### src/design/mbe_pkg.sv
package mbe_pkg;

    localparam int COORD_BITS    = 32;
    localparam int FRAC_BITS     = 28;
    localparam int ITER_BITS     = 16;
    localparam int ROW_BITS      = 12;
    localparam int COL_BITS      = 12;
    localparam int STEP_BITS     = 31;
    localparam int MAG_BITS      = 36;
    localparam int CFG_IDX_BITS  = 3;
    localparam int CFG_DATA_BITS = 32;
    localparam int WIDE_BITS     = 2 * COORD_BITS;
    localparam int PROD_BITS     = COL_BITS + STEP_BITS;
    localparam int SUM_BITS      = PROD_BITS + 2;

    localparam logic signed [WIDE_BITS-1:0] COORD_MAX =
        (WIDE_BITS'(64'sd1) <<< (COORD_BITS - 1)) - WIDE_BITS'(64'sd1);
    localparam logic signed [WIDE_BITS-1:0] COORD_MIN = -COORD_MAX - WIDE_BITS'(64'sd1);
    localparam logic [WIDE_BITS-1:0] ESC_LIMIT = WIDE_BITS'(64'd4) << (2 * FRAC_BITS);

    localparam logic signed [COORD_BITS-1:0] X_MIN_RST    = -32'sd536870912;
    localparam logic signed [COORD_BITS-1:0] Y_MAX_RST    = 32'sd402653184;
    localparam logic [STEP_BITS-1:0]         STEP_X_RST   = 31'd1048576;
    localparam logic [STEP_BITS-1:0]         STEP_Y_RST   = 31'd1048576;
    localparam logic [ITER_BITS-1:0]         MAX_ITER_RST = 16'd256;

    typedef enum logic [CFG_IDX_BITS-1:0] {
        REG_X_MIN    = 3'd0,
        REG_Y_MAX    = 3'd1,
        REG_STEP_X   = 3'd2,
        REG_STEP_Y   = 3'd3,
        REG_MAX_ITER = 3'd4
    } cfg_reg_t;

    typedef enum logic [1:0] {
        ST_IDLE  = 2'd0,
        ST_SETUP = 2'd1,
        ST_MUL   = 2'd2,
        ST_EVAL  = 2'd3
    } state_t;

    typedef struct packed {
        logic [ROW_BITS-1:0] row;
        logic [COL_BITS-1:0] column;
    } in_item_t;

    typedef struct packed {
        logic [ITER_BITS-1:0] iteration_count;
        logic                 inside_res;
        logic [MAG_BITS-1:0]  final_magnitude_sq;
    } out_item_t;

    typedef struct packed {
        logic load;
        logic setup;
        logic mul;
        logic step;
        logic capture;
    } dp_cmd_t;

    typedef struct packed {
        logic done;
    } dp_status_t;

    function automatic logic signed [COORD_BITS-1:0] sat_coord(
        input logic signed [WIDE_BITS-1:0] v
    );
        logic signed [COORD_BITS-1:0] r;
        if (v > COORD_MAX)
        begin
            r = COORD_MAX[COORD_BITS-1:0];
        end
        else if (v < COORD_MIN)
        begin
            r = COORD_MIN[COORD_BITS-1:0];
        end
        else
        begin
            r = v[COORD_BITS-1:0];
        end
        return r;
    endfunction

endpackage

### src/design/mbe_ctrl.sv
module mbe_ctrl (
    input  logic                clk,
    input  logic                rst_n,
    input  logic                in_valid,
    output logic                in_stall,
    output logic                out_valid,
    input  logic                out_stall,
    input  mbe_pkg::dp_status_t status,
    output mbe_pkg::dp_cmd_t    cmd
);
    import mbe_pkg::*;

    state_t state_reg;
    state_t state_next;
    logic   out_valid_reg;
    logic   out_valid_next;
    logic   out_free;

    assign out_free  = !out_valid_reg || !out_stall;
    assign in_stall  = (state_reg != ST_IDLE);
    assign out_valid = out_valid_reg;

    always_ff @(posedge clk or negedge rst_n)
    begin
        if (!rst_n)
        begin
            state_reg     <= ST_IDLE;
            out_valid_reg <= 1'b0;
        end
        else
        begin
            state_reg     <= state_next;
            out_valid_reg <= out_valid_next;
        end
    end

    always_comb
    begin
        state_next = state_reg;
        cmd        = '0;
        case (state_reg)
            ST_IDLE:
            begin
                if (in_valid)
                begin
                    cmd.load   = 1'b1;
                    state_next = ST_SETUP;
                end
            end
            ST_SETUP:
            begin
                cmd.setup  = 1'b1;
                state_next = ST_MUL;
            end
            ST_MUL:
            begin
                cmd.mul    = 1'b1;
                state_next = ST_EVAL;
            end
            ST_EVAL:
            begin
                if (!status.done)
                begin
                    cmd.step   = 1'b1;
                    state_next = ST_MUL;
                end
                else if (out_free)
                begin
                    cmd.capture = 1'b1;
                    state_next  = ST_IDLE;
                end
            end
            default:
            begin
                state_next = ST_IDLE;
            end
        endcase
        out_valid_next = cmd.capture || (out_valid_reg && out_stall);
    end

endmodule

### config.mk
export PLATFORM = sky130hd
export DESIGN_NAME = mbe_ctrl
export DESIGN_NICKNAME = d
export VERILOG_FILES = /design/src/design/mbe_pkg.sv /design/src/design/mbe_ctrl.sv
export SDC_FILE = /design/constraint.sdc
export NUM_CORES = 1
export LEC_CHECK = 0
export ABC_AREA = 1
export BUFFER_PORTS_ARGS = -buffer_cell sky130_fd_sc_hd__buf_2
export CAP_MARGIN = 20
export CORE_AREA = 8 8 45 47
export CTS_BUF_LIST = sky130_fd_sc_hd__clkbuf_8
export DETAILED_ROUTE_END_ITERATION = 8
export DIE_AREA = 0 0 53 55
export GPL_ROUTABILITY_DRIVEN = 0
export SETUP_SLACK_MARGIN = 0.15
export SYNTH_ARGS = -nofsm -noshare
export SYNTH_HDL_FRONTEND = slang
export SYNTH_SLANG_ARGS = --single-unit
### constraint.sdc
create_clock -name clk -period 1.3 [get_ports clk]
set_input_delay 0.195 -clock clk [delete_from_list [all_inputs] [get_ports clk]]
set_output_delay 0.195 -clock clk [all_outputs]
set_load 0.005 [all_outputs]
==> results of run 1 <==
[cell type report]
class / count / area share
clock buffer: 3 / 0.1347
sequential: 3 / 0.2490
tap: 16 / 0.06531
multi-input combinational: 12 / 0.2286
inverter: 5 / 0.06122
timing repair buffer: 13 / 0.2490
clock inverter: 1 / 0.01224
[cell families after synthesis]
family	synth area share
AOI/OAI and AO/OA	0.06394
buffers and inverters	0.1200
and+or+nand+nor	0.3360
DFF	0.4800
[path summary, 6_finish.rpt]
path                       depth (start not counted)  slack [ns]    startpoint            to
setup / recovery                                   4        0.08  state_reg[0]        cmd[4]
hold / removal                                     3        0.21     out_stall     out_valid
setup reg to reg                                   3        0.40  state_reg[1]  state_reg[0]
hold reg to reg                                    2        0.51     out_valid     out_valid
max in group asynchronous                          2        0.87         rst_n  state_reg[1]
min in group asynchronous                          2        0.31         rst_n  state_reg[1]
[cells in the mapped netlist]
library cell  count  area [um2]
dfrtp_1           3       75.07
nor3_1            1       5.000
nor2_1            5       18.77
nand2_1           2       7.510
nor2_4            1       11.26
o21ai_0           1       5.000
nand3_2           1       10.01
inv_1             5       18.77
o21ai_1           1       5.000
[metal layers]
layer	track usage	up-vias	routed length (um)	share of wire
met4	0.07759	0	22	0.046
met1	0.02283	84	109	0.23
li1	-	92	-	-
met5	0	-	0	0
met2	0.06641	6	284	0.60
met3	0.03209	2	59	0.12
[worst register-to-register path, cell delays in order, from the launching register on]
cell     delay, ns
dfrtp_2       0.42
buf_6         0.12
o21ai_0       0.15
o21ai_1       0.08
[repair_timing]
action	in CTS	in global routing
gates resized for setup	2	4
pin swaps	0	3
endpoints found under the hold margin	3	0
setup buffers	1	0
hold buffers	1	0
endpoints found under the setup margin	4	5
[stage by stage]
stage / cell area [um2] / setup TNS (ns) / hold slack [ns] / utilization
after global placement: 231.5 / 0 / -0.007507 / 0.1673
after global routing: 306.5 / -0.01476 / 0.2341 / 0.2215
final: 306.5 / 0 / 0.2145 / 0.2215
after CTS: 299.0 / 0 / 0.2176 / 0.2161
after detailed placement: 231.5 / 0 / -0.005019 / 0.1673
after floorplan: 156.4 / 0 / -0.1006 / -
[where the power goes]
group | total, mW | switching (mW) | internal (mW)
clock network | 0.259 | 0.0578 | 0.201
registers | 0.189 | 0.0490 | 0.140
logic | 0.261 | 0.131 | 0.130
total | 0.709 | 0.238 | 0.471
==> impl_metrics.json, run 1 <==
{
  "outcome": "complete, no violations",
  "crit_family": "flip-flops",
  "leakagePower_nw": 0.1735,
  "layout.cells.most_common_list": "buf_2, inv_1, nor2_1, clkbuf_8",
  "final_hold_viol_count": 0,
  "setup_violations": 0,
  "cap_violations": 0,
  "syn_area_per_cell_um2": 7.820,
  "critical_path_class": "reg -> out",
  "hp-class": "in -> reg",
  "via_per_inst": 3.472,
  "worstPathRequired_ns": 1.11,
  "fin_ws_ns": 0.07732,
  "synth_nets": 25,
  "drive_gt1_frac": 0.5946,
  "antennaDiodeCount": 0,
  "synth_area_um2": 156.4,
  "start_kind": "register",
  "core_um2": 1384,
  "cp_num_buf_inv": 2,
  "post-dp-hpwl_um": 372.1,
  "dieArea_um2": 2915,
  "drt-total-wl_um": 474,
  "report.final.slew_viol_count": 0,
  "io_pins": 12,
  "multi_input_area_um2": 70.07,
  "seq_area_um2": 76.32,
  "clk_latency_ns": 0.21,
  "grt_pass1_vias": 209,
  "grt_max_degree": 5,
  "clockBufferDepth": 2,
  "grt_pass1_wl_um": 786,
  "clock_skew_ns": 0.001969,
  "syn_inst": 20,
  "drt.antenna.violating_nets": 0,
  "dp_slack_ns": 0.2846,
  "die_w_um": 53,
  "areaGrowthSynthToFinish_pct": 96.00,
  "max-vdd-ir-drop_mv": 0.3730,
  "layout_commonest_cell": "buf_2",
  "initial_core_util": 0.1130,
  "root_buffer": "clkbuf_8",
  "grtUsageTotal": 0.04319,
  "die_y_um": 55,
  "wl_per_cell_um": 8.943,
  "largest_reg_flops": 2,
  "critPathMaxFanout": 4,
  "portBuffers": 11,
  "numCtsBuffers": 3,
  "cp-end-kind": "primary output",
  "max_freq_mhz": 817.9,
  "min_period_ns": 1.223,
  "initialDrtViolationCount": 0,
  "arrival_ns": 1.03,
  "htree_num_levels": 1,
  "fin_nets": 43,
  "ys_ff_latch": 3,
  "antenna_found_initial": 0,
  "cts_num_sinks": 3,
  "fp-row-count": 14,
  "finalNonFillerCells": 53,
  "finalPower_mw": 0.7087,
  "num_vias": 184,
  "grt_setup_unrepaired": "yes",
  "slew_headroom": 0.8917,
  "critPathSlowestCell": "dfrtp_1",
  "drt_first_pass_iters": 1,
  "slowest_delay_ns": 0.41,
  "cts_tree": "yes",
  "fin_crit_sh": 0.9405,
  "dp_cells": 47,
  "synthDistinctLibCells": 9,
  "ys_warn_count": 0,
  "power_density_nw_per_um2": 2312,
  "clk_pin_slew_worst_paths_ns": 0.03,
  "grt_overflow": 0,
  "tightest_slew_ns": 0.1624,
  "num-fill-cells": 162,
  "drcViolationCount": 0,
  "critPathMostFrequentCell": "nor2_2",
  "path_cells": "nor2_2 -> inv_2 -> nor2_2 -> buf_2",
  "ys_seq_area_frac": 0.4800
}
Power figures use the tool's default switching activity.
==> run 2, diff against run 1 <==
==> constraint.sdc (replaced) <==
create_clock -name clk -period 1.1 [get_ports clk]
set_input_delay 0.165 -clock clk [delete_from_list [all_inputs] [get_ports clk]]
set_output_delay 0.165 -clock clk [all_outputs]
set_load 0.005 [all_outputs]
==> impl_metrics.json, run 2 (synthesis gave the netlist of run 1 again) <==
{
  "slowest_delay_ns": 0.41,
  "critPathSlowestCell": "dfrtp_1",
  "clk_pin_slew_worst_paths_ns": 0.03,
  "critical_path_class": "reg -> out",
  "numCtsBuffers": 3,
  "finalPower_mw": 0.8442,
  "cts_num_sinks": 3,
  "drt_first_pass_iters": 2,
  "hp-class": "in -> reg",
  "portBuffers": 11,
  "die_y_um": 55,
  "core_um2": 1384,
  "power_density_nw_per_um2": 2754,
  "fin_nets": 43,
  "cap_violations": 0,
  "min_period_ns": 1.193,
  "antennaDiodeCount": 0,
  "drive_gt1_frac": 0.6216,
  "grtUsageTotal": 0.04319,
  "fin_ws_ns": -0.09320,
  "outcome": "complete, but fails checks",
  "critPathMaxFanout": 4,
  "initial_core_util": 0.1130,
  "io_pins": 12,
  "dieArea_um2": 2915,
  "drcViolationCount": 0,
  "arrival_ns": 1.03,
  "slew_headroom": 0.8908,
  "die_w_um": 53,
  "clk_latency_ns": 0.21,
  "largest_reg_flops": 2,
  "initialDrtViolationCount": 3,
  "fp-row-count": 14,
  "drt-total-wl_um": 477,
  "max-vdd-ir-drop_mv": 0.4409,
  "final_hold_viol_count": 0,
  "clockBufferDepth": 2,
  "grt_pass1_vias": 209,
  "grt_pass1_wl_um": 786,
  "num_vias": 182,
  "drt.antenna.violating_nets": 0,
  "wl_per_cell_um": 9.000,
  "root_buffer": "clkbuf_8",
  "layout_commonest_cell": "buf_2",
  "tightest_slew_ns": 0.1639,
  "grt_setup_unrepaired": "yes",
  "cp-end-kind": "primary output",
  "areaGrowthSynthToFinish_pct": 96.00,
  "antenna_found_initial": 0,
  "dp_slack_ns": 0.1146,
  "htree_num_levels": 1,
  "critPathMostFrequentCell": "nor2_2",
  "layout.cells.most_common_list": "buf_2, inv_1, nor2_1, clkbuf_8",
  "grt_max_degree": 5,
  "post-dp-hpwl_um": 372.1,
  "worstPathRequired_ns": 0.94,
  "setup_violations": 5,
  "start_kind": "register",
  "via_per_inst": 3.434,
  "path_cells": "nor2_2 -> inv_2 -> nor2_2 -> buf_2",
  "fin_crit_sh": 1.085,
  "grt_overflow": 0,
  "report.final.slew_viol_count": 0,
  "cts_tree": "yes",
  "leakagePower_nw": 0.1720,
  "violations": "setup timing",
  "max_freq_mhz": 838.1,
  "clock_skew_ns": 0.001969
}
==> run 2: changes by cell type in the layout (fill, tap and decap cells not counted) <==
cell | previous run | this run
inv_1 | 5 | 4
inv_2 | 1 | 2
o21ai_0 | 1 | 0
o21ai_1 | 1 | 2
==> run 2: worst max-delay path: cells and delay by family, from the launching register on <==
kind	cells	cell delay [ns]
simple gates	2	0.25
flops	1	0.41
buf+inv	2	0.16
==> run 2: power breakdown <==
group          switching (mW)  leakage, nW  internal (mW)
registers              0.0609       0.0341          0.166
clock network          0.0683       0.0269          0.237
logic                   0.157        0.111          0.156
total                   0.286        0.172          0.558
==> run 2: path summary, 6_finish.rpt <==
path	from	endpoint	slack [ns]	cells after the start
max	state_reg[0]	cmd[4]	-0.09	4
min	out_stall	out_valid	0.18	3
max reg2reg	state_reg[1]	state_reg[0]	0.24	3
min reg2reg	out_valid	out_valid	0.51	2
max in group asynchronous	rst_n	state_reg[1]	0.70	2
min in group asynchronous	rst_n	state_reg[1]	0.28	2
==> run 2: routing by layer <==
| layer | up-vias | routed length (um) | GRT usage |
|---|---|---|---|
| met5 | - | 0 | 0 |
| met4 | 0 | 22 | 0.07759 |
| met3 | 2 | 59 | 0.03209 |
| met2 | 6 | 283 | 0.06641 |
| met1 | 82 | 112 | 0.02283 |
| li1 | 92 | - | - |
==> run 2: repair_timing <==
| action | 4_1_cts | 5_1_grt |
|---|---|---|
| pin swaps | 1 | 3 |
| gates resized for setup | 2 | 6 |
| endpoints found under the hold margin | 3 | 0 |
| buffers inserted | 1 | 0 |
| hold buffers | 1 | 0 |
| setup endpoints to repair | 6 | 7 |
==> run 2: area by class of cell <==
class / instances / area [um2]
Timing Repair Buffer: 13 / 76.32
Fill cell: 162 / 1077
Tap cell: 16 / 20.02
Clock buffer: 3 / 41.29
Multi-Input combinational cell: 12 / 70.07
Inverter: 5 / 18.77
Clock inverter: 1 / 3.754
Sequential cell: 3 / 76.32
==> run 2: through the flow <==
| step | utilization | hold slack (ns) | setup TNS (ns) | instance area [um2] | std cells |
|---|---|---|---|---|---|
| after floorplan | - | -0.1306 | 0 | 156.4 | 20 |
| after detailed placement | 0.1673 | -0.03502 | 0 | 231.5 | 47 |
| after CTS | 0.2161 | 0.1876 | -0.2477 | 299.0 | 53 |
| final | 0.2215 | 0.1845 | -0.2054 | 306.5 | 53 |
| after global routing | 0.2215 | 0.2041 | -0.5192 | 306.5 | 53 |
| after global placement | 0.1673 | -0.03751 | 0 | 231.5 | 47 |
